===== src/rtl/core/b64u_pkg.sv =====
`timescale 1ns / 1ps
// ----------------------------------------------------------------------------
// b64u_pkg
// Types, constants and the character decode shared by the unpacker modules.
// ----------------------------------------------------------------------------
package b64u_pkg;

  localparam int unsigned CharW   = 8;
  localparam int unsigned SextetW = 6;
  localparam int unsigned WordW   = 64;
  localparam int unsigned HalfW   = 32;
  localparam int unsigned CountW  = 7;
  localparam int unsigned RestW   = 3;

  // Configuration register indexes
  localparam logic CFG_WORD_IS_64 = 1'b0;
  localparam logic CFG_SWAP_BYTES = 1'b1;

  // One decoded item between front and back
  typedef struct packed {
    logic [SextetW-1:0] sextet;
    logic               restart;
  } item_t;

  // Configuration as seen by the back end
  typedef struct packed {
    logic word_is_64;
    logic swap_bytes;
    logic clear;
  } cfg_t;

  // Standard alphabet; '=' and anything foreign give zero.
  function automatic logic [SextetW-1:0] decode_char(input logic [CharW-1:0] c);
    logic [SextetW-1:0] v;
    v = '0;
    if (c >= 8'h41 && c <= 8'h5A) begin
      v = SextetW'(c - 8'h41);
    end else if (c >= 8'h61 && c <= 8'h7A) begin
      v = SextetW'(c - 8'h61 + 8'd26);
    end else if (c >= 8'h30 && c <= 8'h39) begin
      v = SextetW'(c - 8'h30 + 8'd52);
    end else if (c == 8'h2B) begin
      v = 6'd62;
    end else if (c == 8'h2F) begin
      v = 6'd63;
    end
    return v;
  endfunction

endpackage


===== src/rtl/core/b64u_front.sv =====
`timescale 1ns / 1ps
// ----------------------------------------------------------------------------
// b64u_front
// Accepts characters and maps them to sextets for the item queue.
// ----------------------------------------------------------------------------
module b64u_front (
  input  logic                        s_axis_tvalid,
  output logic                        s_axis_tready,
  input  logic [b64u_pkg::CharW-1:0]  char_i,
  input  logic                        restart_i,
  input  logic                        q_full_i,
  output logic                        push_o,
  output b64u_pkg::item_t             item_o
);

  assign s_axis_tready  = ~q_full_i;
  assign push_o         = s_axis_tvalid & ~q_full_i;
  assign item_o.sextet  = b64u_pkg::decode_char(char_i);
  assign item_o.restart = restart_i;

endmodule


===== src/rtl/core/b64u_queue.sv =====
`timescale 1ns / 1ps
// ----------------------------------------------------------------------------
// b64u_queue
// Two-entry item queue between the front and the back end.
// ----------------------------------------------------------------------------
module b64u_queue (
  input  logic            clk_i,
  input  logic            rst_ni,
  input  logic            push_i,
  input  b64u_pkg::item_t item_i,
  output logic            full_o,
  input  logic            pop_i,
  output logic            valid_o,
  output b64u_pkg::item_t item_o
);

  b64u_pkg::item_t entry_q [2];
  logic       wr_ptr_q, wr_ptr_d;
  logic       rd_ptr_q, rd_ptr_d;
  logic [1:0] cnt_q, cnt_d;
  logic       do_push, do_pop;

  assign full_o  = cnt_q[1];
  assign valid_o = (cnt_q != 2'd0);
  assign item_o  = entry_q[rd_ptr_q];
  assign do_push = push_i & ~full_o;
  assign do_pop  = pop_i & valid_o;

  always_comb begin
    wr_ptr_d = wr_ptr_q ^ do_push;
    rd_ptr_d = rd_ptr_q ^ do_pop;
    cnt_d    = cnt_q + 2'(do_push) - 2'(do_pop);
  end

  always_ff @(posedge clk_i or negedge rst_ni) begin
    if (!rst_ni) begin
      wr_ptr_q <= 1'b0;
      rd_ptr_q <= 1'b0;
      cnt_q    <= 2'd0;
    end else begin
      wr_ptr_q <= wr_ptr_d;
      rd_ptr_q <= rd_ptr_d;
      cnt_q    <= cnt_d;
    end
  end

  always_ff @(posedge clk_i) begin
    if (do_push) begin
      entry_q[wr_ptr_q] <= item_i;
    end
  end

endmodule


===== src/rtl/core/b64u_back.sv =====
`timescale 1ns / 1ps
// ----------------------------------------------------------------------------
// b64u_back
// Gathers sextets MSB-first into words and holds finished words for output.
// ----------------------------------------------------------------------------
module b64u_back (
  input  logic                        clk_i,
  input  logic                        rst_ni,
  input  b64u_pkg::cfg_t              cfg_i,
  input  logic                        q_valid_i,
  input  b64u_pkg::item_t             q_item_i,
  output logic                        pop_o,
  output logic                        m_axis_tvalid,
  input  logic                        m_axis_tready,
  output logic [b64u_pkg::WordW-1:0]  word_o
);

  localparam int unsigned WordW  = b64u_pkg::WordW;
  localparam int unsigned HalfW  = b64u_pkg::HalfW;
  localparam int unsigned CountW = b64u_pkg::CountW;
  localparam int unsigned RestW  = b64u_pkg::RestW;
  localparam int unsigned SxW    = b64u_pkg::SextetW;

  logic [WordW-1:0]  gath_q, gath_d;
  logic [CountW-1:0] cnt_q, cnt_d;
  logic              out_valid_q, out_valid_d;
  logic [WordW-1:0]  out_data_q, out_data_d;

  logic [WordW-1:0]  g;
  logic [CountW-1:0] c, width, need;
  logic [RestW-1:0]  rest;
  logic              emit;
  logic [WordW-1:0]  word, swapped;

  assign pop_o = q_valid_i & (~out_valid_q | m_axis_tready);

  always_comb begin
    g     = q_item_i.restart ? '0 : gath_q;
    c     = q_item_i.restart ? '0 : cnt_q;
    width = cfg_i.word_is_64 ? CountW'(WordW) : CountW'(HalfW);
    need  = width - c;
    emit  = (need <= CountW'(SxW));
    rest  = RestW'(CountW'(SxW) - need);
    word  = (g << need) | WordW'(q_item_i.sextet >> rest);
    if (!cfg_i.word_is_64) begin
      word[WordW-1:HalfW] = '0;
    end
    swapped = '0;
    if (cfg_i.word_is_64) begin
      for (int i = 0; i < 8; i++) begin
        swapped[8*i +: 8] = word[8*(7-i) +: 8];
      end
    end else begin
      for (int i = 0; i < 4; i++) begin
        swapped[8*i +: 8] = word[8*(3-i) +: 8];
      end
    end

    gath_d = gath_q;
    cnt_d  = cnt_q;
    if (cfg_i.clear) begin
      gath_d = '0;
      cnt_d  = '0;
    end else if (pop_o) begin
      if (emit) begin
        // leftover low bits of this sextet open the next word
        gath_d = WordW'(q_item_i.sextet & SxW'((7'd1 << rest) - 7'd1));
        cnt_d  = CountW'(rest);
      end else begin
        gath_d = (g << SxW) | WordW'(q_item_i.sextet);
        cnt_d  = c + CountW'(SxW);
      end
    end

    out_valid_d = out_valid_q;
    out_data_d  = out_data_q;
    if (m_axis_tready) begin
      out_valid_d = 1'b0;
    end
    if (pop_o && emit) begin
      out_valid_d = 1'b1;
      out_data_d  = cfg_i.swap_bytes ? swapped : word;
    end
  end

  always_ff @(posedge clk_i or negedge rst_ni) begin
    if (!rst_ni) begin
      gath_q      <= '0;
      cnt_q       <= '0;
      out_valid_q <= 1'b0;
    end else begin
      gath_q      <= gath_d;
      cnt_q       <= cnt_d;
      out_valid_q <= out_valid_d;
    end
  end

  always_ff @(posedge clk_i) begin
    out_data_q <= out_data_d;
  end

  assign m_axis_tvalid = out_valid_q;
  assign word_o        = out_data_q;

endmodule


===== src/rtl/core/base64_to_word_unpacker.sv =====
`timescale 1ns / 1ps
// ----------------------------------------------------------------------------
// base64_to_word_unpacker
// Base64 character stream to 32-bit or 64-bit raw words.
// ----------------------------------------------------------------------------
// Takes one base64 character per cycle unless the queue is full and emits a
// decoded word each time 32 or 64 bits have gathered (MSB-first, optional
// byte swap). A character passes the decode front end into a two-entry queue
// and is folded into the accumulator when the back end pops it, which it
// does unless a finished word is stalled in the output register; a word that
// the fold completes is registered in the output register. The back end
// takes one item per cycle while the output register is not stalled; while a
// word waits there the queue takes up to two more characters before the input
// stalls. Configuration is to be written by the user only while idle; the
// block does not enforce this. Writing word_is_64 restarts word alignment.
module base64_to_word_unpacker (
  input  logic        clk_i,
  input  logic        rst_ni,
  input  logic        s_axis_tvalid,
  output logic        s_axis_tready,
  input  logic [7:0]  s_axis_tdata,   // [7:0] char_in
  input  logic        s_axis_tuser,   // [0] restart
  output logic        m_axis_tvalid,
  input  logic        m_axis_tready,
  output logic [63:0] m_axis_tdata,   // [63:0] word_out
  input  logic        cfg_we_i,
  input  logic        cfg_idx_i,
  input  logic        cfg_data_i
);

  logic            word_is_64_q, word_is_64_d;
  logic            swap_bytes_q, swap_bytes_d;
  b64u_pkg::cfg_t  cfg;
  logic            q_full, q_push, q_pop, q_valid;
  b64u_pkg::item_t f_item, q_item;

  always_comb begin
    word_is_64_d = word_is_64_q;
    swap_bytes_d = swap_bytes_q;
    cfg.clear    = 1'b0;
    if (cfg_we_i) begin
      case (cfg_idx_i)
        b64u_pkg::CFG_WORD_IS_64: begin
          word_is_64_d = cfg_data_i;
          cfg.clear    = 1'b1;
        end
        b64u_pkg::CFG_SWAP_BYTES: begin
          swap_bytes_d = cfg_data_i;
        end
        default: begin
        end
      endcase
    end
    cfg.word_is_64 = word_is_64_q;
    cfg.swap_bytes = swap_bytes_q;
  end

  always_ff @(posedge clk_i or negedge rst_ni) begin
    if (!rst_ni) begin
      word_is_64_q <= 1'b0;
      swap_bytes_q <= 1'b0;
    end else begin
      word_is_64_q <= word_is_64_d;
      swap_bytes_q <= swap_bytes_d;
    end
  end

  b64u_front u_front (
    .s_axis_tvalid (s_axis_tvalid),
    .s_axis_tready (s_axis_tready),
    .char_i        (s_axis_tdata),
    .restart_i     (s_axis_tuser),
    .q_full_i      (q_full),
    .push_o        (q_push),
    .item_o        (f_item)
  );

  b64u_queue u_queue (
    .clk_i   (clk_i),
    .rst_ni  (rst_ni),
    .push_i  (q_push),
    .item_i  (f_item),
    .full_o  (q_full),
    .pop_i   (q_pop),
    .valid_o (q_valid),
    .item_o  (q_item)
  );

  b64u_back u_back (
    .clk_i         (clk_i),
    .rst_ni        (rst_ni),
    .cfg_i         (cfg),
    .q_valid_i     (q_valid),
    .q_item_i      (q_item),
    .pop_o         (q_pop),
    .m_axis_tvalid (m_axis_tvalid),
    .m_axis_tready (m_axis_tready),
    .word_o        (m_axis_tdata)
  );

endmodule


===== config.mk =====
export PLATFORM = sky130hd
export DESIGN_NAME = base64_to_word_unpacker
export DESIGN_NICKNAME = d
export VERILOG_FILES = /design/src/rtl/core/b64u_pkg.sv /design/src/rtl/core/b64u_front.sv /design/src/rtl/core/b64u_queue.sv /design/src/rtl/core/b64u_back.sv /design/src/rtl/core/base64_to_word_unpacker.sv
export SDC_FILE = /design/constraint.sdc
export NUM_CORES = 1
export LEC_CHECK = 0
export BUFFER_PORTS_ARGS = -buffer_cell sky130_fd_sc_hd__buf_2
export CORE_MARGIN = 4
export CORE_UTILIZATION = 45
export DETAILED_ROUTE_END_ITERATION = 8
export PLACE_DENSITY = 0.64
export SYNTH_ARGS = -nofsm -noshare
export SYNTH_HDL_FRONTEND = slang
export SYNTH_SLANG_ARGS = --single-unit

===== constraint.sdc =====
create_clock -name clk_i -period 10.2 [get_ports clk_i]
set_clock_uncertainty 0.1 [all_clocks]
set_input_delay 0.51 -clock clk_i [delete_from_list [all_inputs] [get_ports clk_i]]
set_output_delay 0.51 -clock clk_i [all_outputs]
set_load 0.01 [all_outputs]

Yosys cells after proc, flatten, opt, wreduce, memory -nomap -nowiden. Memories as Yosys holds them, arrays and structs flattened. Index checks and enable logic that the tools add are counted.

Flip-flop bits (word level): 142. Memory bits (writable): 14. Input port bits: 16. Memories: 1.

Memory list: u_queue.entry_q (words 2, bits a word 7, rd ports 1, clocked after memory_dff 0, write ports 1, line b64u_queue.sv:17) `b64u_pkg::item_t entry_q [2];`.

Add/subtract/negate cells: 11. Order comparisons: 7. Equality and inequality tests: 2. Shifts and indexed selects: 3. Muxes and demuxes: 24. Bitwise operators: 13. Reductions and logical operators: 9.

Operator list (count): $mux 64 (5); $mux 32 (3); $or 64x6->64 (1); $or 64x64->64 (1); $shl 64x7->64 (1); $shr 6x3->64 (1); $mux 7 (5); $mux 6 (5); $eq 8x6->1 const B (2); $ge 8x7->1 const B (2); $le 8x7->1 const B (2); $sub 6x1->6 const B (2); $sub 6x6->6 const B (2); $ge 8x6->1 const B (1); $le 8x6->1 const B (1); $add 7x3->7 const B (1); $le 7x3->1 const B (1); $sub 7x7->7 (1); $add 6x5->6 const B (1); $add 6x6->6 const B (1); $and 6x6->6 (1); $mux 1 (6); $reduce_bool 2->1 (3); $shl 1x3->6 const A (1); 9 further kinds (19).

Depth between registers and ports, before layout. An unclocked memory read counts as a cell.

Word-level depth: 10. Mapped depth: 20. Mapped depth without buffers: 13.

Hierarchy. From an unflattened synthesis, not the netlist that was laid out.

Cell total of the unflattened synthesis: 1194. Area, all modules: 11695.0 µm².

By module, submodules not included: b64u_back (instances 1, cells an instance 1066, area each 10277.4 µm², sequential area each 3723.6 µm²); b64u_queue (instances 1, cells an instance 42, area each 714.4 µm², sequential area each 520.5 µm²); b64u_front (instances 1, cells an instance 80, area each 605.6 µm², sequential area each 0.0 µm²); base64_to_word_unpacker (instances 1, cells an instance 6, area each 97.6 µm², sequential area each 50.0 µm²).

Worst setup path before layout. No wires, ideal clock.

Kind: register to register. Start point: register u_queue.rd_ptr_q. End point: register u_back.out_data_q[0] (netlist: u_back.word_o[0]), enable pin. Library setup time: 0.486 ns. Data arrival time: 5.591 ns. Data required time: 9.614 ns. Setup slack: 4.022 ns. Stages on the path, launching flop included: 16. Path buffers: 6. Period minus slack after synthesis: 6.178 ns. Cell sequence: dfrtp_1 -> buf_6 -> mux2i_1 -> buf_4 -> buf_4 -> buf_2 -> buf_2 -> buf_2 -> nand2_1 -> ha_1 -> or4b_4 -> o211ai_2 -> nand2_4 -> nor4_4 -> o211ai_4 -> nor2_1.

Cells in the longest elaborated chain, start to end: 5.

Ends and longest elaborated chain: start, declared (line b64u_queue.sv:19) `logic rd_ptr_q, rd_ptr_d;`; start signal, assigned (line b64u_queue.sv:42) `rd_ptr_q <= rd_ptr_d;`; $mem_v2 2x7; $mux 7 (line b64u_back.sv:39) `c = q_item_i.restart ? '0 : cnt_q;`; $sub 7x7->7 (line b64u_back.sv:41) `need = width - c;`; $le 7x3->1 (line b64u_back.sv:42) `emit = (need <= CountW'(SxW));`; $logic_and 1x1->1 (line b64u_back.sv:80) `if (pop_o && emit) begin`; end signal, assigned (line b64u_back.sv:99) `out_data_q <= out_data_d;`; end, declared (line b64u_back.sv:27) `logic [WordW-1:0] out_data_q, out_data_d;`.

Every way passes these cells. A chain may end at the register's enable or synchronous reset.

Worst setup path in the final report.
Start point: register u_queue.rd_ptr_q. End point: register u_back.out_data_q[62] (netlist: u_back.word_o[62]) (data pin).

Cells in the longest elaborated chain, start to end: 8.

Ends and longest elaborated chain: $mem_v2 2x7 (*); $mux 7 (line b64u_back.sv:39); $sub 7x7->7 (line b64u_back.sv:41); $sub 3x3->3 (line b64u_back.sv:43) `rest = RestW'(CountW'(SxW) - need);`; $shr 6x3->64 (line b64u_back.sv:44) `word = (g << need) | WordW'(q_item_i.sextet >> rest);`; $or 64x64->64 (*) (line b64u_back.sv:44); $mux 32, on equally long branches (line b64u_back.sv:45, b64u_back.sv:49); $mux 64 (*) (line b64u_back.sv:82) `out_data_d = cfg_i.swap_bytes ? swapped : word;`.

Every way passes the cells marked *; elsewhere a longest branch is shown, timed or not.

==> impl_results.md <==
* Starting DRT DRC Count at 1,563
* H-tree depth reported by CTS at 4
* Static leakage at 4.68 nW
* Maximum net fanout on the critical path at 63
* Weighted congestion reported at the end of routability-driven placement at around 0.98
* Met2 track utilization from global routing at 39.7%
* Mean routed wirelength per cell at between 20 and 25 um
* Count of buffers from port buffering at 81
* CTS clock-pin slew for the worst setup and hold paths at 0.07 ns
* Flop and latch count out of synthesis at 156
* Final-report max-slew violation count at 0
* Final number of hold-violating endpoints at 0
* Global router's overall resource usage at between 20 and 25%
* DRC violation count after routing at 0
* Net switching component of the power at 1.83 mW
* Worst Path Class, Setup: register to register
* Sum of negative setup slack at 0 ns
* Clock tree from TritonCTS: yes
* Post-Syn Area per Cell at 9.55 um2
* Internal power consumption at 1.77 mW
* Area taken by flip-flops and latches at 0.00430 mm2
* Core Area at approximately 0.026 mm2
* RSZ-0062 raised after global routing: false
* Achievable Freq at roughly 170 MHz
* Outcome: complete, no violations
* Fraction of registers with async set or reset after synthesis at around 50%
* Terminating pin of the worst hold path: u_queue.entry_q[0][0]
* # diodes at 0
* Total number of vias at 10,500
* Hold/Removal Path Class: primary input to register
* Cell count after synthesis at 1,238
* Via count normalized by instance count at 6.54
* Cells on worst reg2reg path at 14
* Clock Tree Buf Depth at 2
* Launching element type of the critical path: register
* Transition time of the tightest slew-check pin at 1.14 ns
* Root cell of the clock tree: sky130_fd_sc_hd__clkbuf_16
* Initial cell density of the core at a little under half
* Number of maximum-capacitance constraint violations at 0
* Capturing element type of the critical path: register
* Prevailing post-synth register cell: sky130_fd_sc_hd__edfxtp_1
* First-pass GRT wire length at 56,700 um
* Sequential cell fraction of total power at 24.9%
* Share of the clock period used by the worst path after layout at 57.3%
* Net count after synthesis at roughly 1,300
* Synth warnings at 0
* Antenna violations before repair at 0
* Ports placed on the boundary at between 80 and 90
* Layout cells sized above 1 at a little under a fifth
* Top library cells by usage in the layout, fill and taps aside: sky130_fd_sc_hd__nor2_1, sky130_fd_sc_hd__nand2_1, sky130_fd_sc_hd__mux2i_1
* Most area-hungry cell type in the Yosys netlist: sky130_fd_sc_hd__edfxtp_1
* Worst IR Drop VDD at roughly 190 uV
* Worst R2R Setup Slack at 4.36 ns
* Antenna violation net count after detailed routing at 0
* Combinational group share of total power at between 50 and 60%
* Area taken by multi-input logic gates at ~0.007 mm2
* Sum of net half-perimeters after detailed placement at approximately 27,000 um
* Ratio of total power to cell area at ~280 mW/mm2
* Mapped Area at 0.0118 mm2
* Router iterations before antenna repair at 9
* # fillers at 2,439
* Total clock sinks at between 150 and 200
* Total chip power at between 3 and 4 mW
* Horizontal die dimension at around 170 um
* Reg-to-reg critical path startpoint: u_queue.rd_ptr_q
* GRT overflow at 0
* Data arrival time of the critical path at approximately 6 ns
* Reg-to-reg critical path endpoint: u_back.word_o[62]
* Area growth from synthesis to layout at 8.09%
* Number of distinct library cell variants in the gate-level netlist after synthesis at between 90 and 100
* Hold Path Depth at 1
* Total setup violations reported at the end of the flow at 0
* Vias in the first global route at about 9,700
* Share of total power in the clock network at 17.2%
* Most common library cell in the layout ignoring fill and taps: sky130_fd_sc_hd__nor2_1
* Latest clock arrival within the worst-skew pair at about 0.44 ns
* Sequential element share of the synthesized area at 36.3%
* Post-synth EDFFs at 78
* Critical path required time at 10.37 ns
* GR Layer Usage met3 at 4.46%
* Quantity of gates resized following cts at 0
* Global routing usage on met1 at 34.5%
* Placement row count at 59
* Portion of synthesized cell area occupied by the leading cell type at 19.8%
* Overall die area at 0.0289 mm2
* Pin count of the biggest net entering global routing at 93
* Gr busiest metal: met2
* Proportion of total power due to net switching at 50.9%
* Total wire length after detailed routing at 36,800 um
* Final layout net count at 1,291
* Die height at between 150 and 200 um
* Total CTS buffers at 17
* Top post-synthesis cells by area: sky130_fd_sc_hd__edfxtp_1, sky130_fd_sc_hd__dfrtp_1, sky130_fd_sc_hd__mux2i_1
* Hold path startpoint: s_axis_tuser
* Post-layout min period at 5.84 ns
* Max-slew headroom at about 24%
-- cell usage after synthesis (18+ instances only) --
cell type,instances
sky130_fd_sc_hd__nor2_1,121
sky130_fd_sc_hd__mux4_2,20
sky130_fd_sc_hd__a31oi_1,18
sky130_fd_sc_hd__clkbuf_1,35
sky130_fd_sc_hd__buf_6,18
sky130_fd_sc_hd__buf_2,32
sky130_fd_sc_hd__a21oi_1,78
sky130_fd_sc_hd__nand2_1,114
sky130_fd_sc_hd__edfxtp_1,78
sky130_fd_sc_hd__nand3_1,38
sky130_fd_sc_hd__ha_1,22
sky130_fd_sc_hd__inv_1,19
sky130_fd_sc_hd__mux2i_1,86
sky130_fd_sc_hd__dfrtp_1,78
sky130_fd_sc_hd__mux2_2,28
sky130_fd_sc_hd__nor4_1,28
sky130_fd_sc_hd__nor3_1,20
sky130_fd_sc_hd__a22o_1,63
sky130_fd_sc_hd__o22ai_1,23
sky130_fd_sc_hd__o21ai_0,49
-- worst max-delay path: stages (launching register included) --
cell and delay [ns]:
sky130_fd_sc_hd__dfrtp_1 0.65, sky130_fd_sc_hd__mux2i_4 0.30, sky130_fd_sc_hd__buf_4 0.49, sky130_fd_sc_hd__nand2_1 0.39
sky130_fd_sc_hd__ha_2 0.43, sky130_fd_sc_hd__buf_4 0.56, sky130_fd_sc_hd__clkinv_1 0.14, sky130_fd_sc_hd__buf_4 0.32
sky130_fd_sc_hd__nor2_1 0.65, sky130_fd_sc_hd__a22oi_1 0.34, sky130_fd_sc_hd__mux2i_1 0.45, sky130_fd_sc_hd__mux2i_1 0.25
sky130_fd_sc_hd__o22ai_1 0.24, sky130_fd_sc_hd__a21oi_1 0.08, sky130_fd_sc_hd__o21ai_0 0.22
-- power groups by stage --
stage | registers, mW | clock network, mW | logic, mW
after floorplan | 0.891 | 0 | 1.59
after global placement | 0.907 | 0 | 2.02
after detailed placement | 0.910 | 0 | 2.03
after CTS | 0.898 | 0.629 | 2.04
after global routing | 0.912 | 0.656 | 2.23
final | 0.898 | 0.620 | 2.09
-- per-layer routing --
layer	part of all wire, %	vias to the layer above
met5	0	-
met4	3.6	0
met3	8.7	99
met2	46	561
met1	42	5006
li1	-	4803
-- what timing repair did --
item | in CTS | in global routing
endpoints found under the setup margin | 0 | 0
hold endpoints to repair | 24 | 0
buffers inserted | 0 | 0
hold buffers | 1 | 0
-- kinds of logic (layout without fill, tap and decap cells) --
group,count (synthesis),after routing,share of synthesized area [%]
xor+xnor,13,13,1.28
simple gates,394,394,16.1
fa+ha+maj,22,22,2.33
flops,156,156,36.3
compound gates,392,392,24.1
mux,136,136,14.0
buf+inv,125,153,5.89
-- stage by stage --
stage	hold slack [ns]	area, um2	util, %	setup WS (ns)	cells
3_5_place_dp	0.349	12200	47.0	4.54	1568
2_1_floorplan	0.114	11800	-	4.02	1238
3_3_place_gp	0.351	12200	47.0	4.68	1568
5_1_grt	0.152	12800	49.2	3.91	1601
6_report	0.157	12800	49.2	4.36	1601
4_1_cts	0.149	12800	49.2	4.52	1601
-- registers in the layout, summed over array words and instances, names as in the netlist, 2 cells and up --
name / count
u_back.word_o: 64
u_back.cnt_q: 7
u_queue.entry_q: 14
u_back.gath_q: 64
u_queue.cnt_q: 2
-- worst max-delay path by stage --
stage	start	depth (start not counted)	to
6_report	u_queue.rd_ptr_q	14	u_back.word_o[62]
5_1_grt	u_queue.rd_ptr_q	14	u_back.word_o[62]
4_1_cts	u_queue.rd_ptr_q	14	u_back.word_o[62]
3_5_place_dp	u_queue.rd_ptr_q	14	u_back.word_o[62]
3_3_place_gp	u_queue.rd_ptr_q	14	u_back.word_o[62]
2_1_floorplan	u_queue.rd_ptr_q	15	u_back.word_o[0]
-- cell type report --
type                    count  area share (%)
multi-input cells         957            53.7
flip-flops and latches    156            33.6
repair buffers            100            4.33
clock buffers              17            3.33
well taps                 335            3.28
clock inverters            15            1.09
inverters                  21           0.617
(Power assumes the default switching activity.)
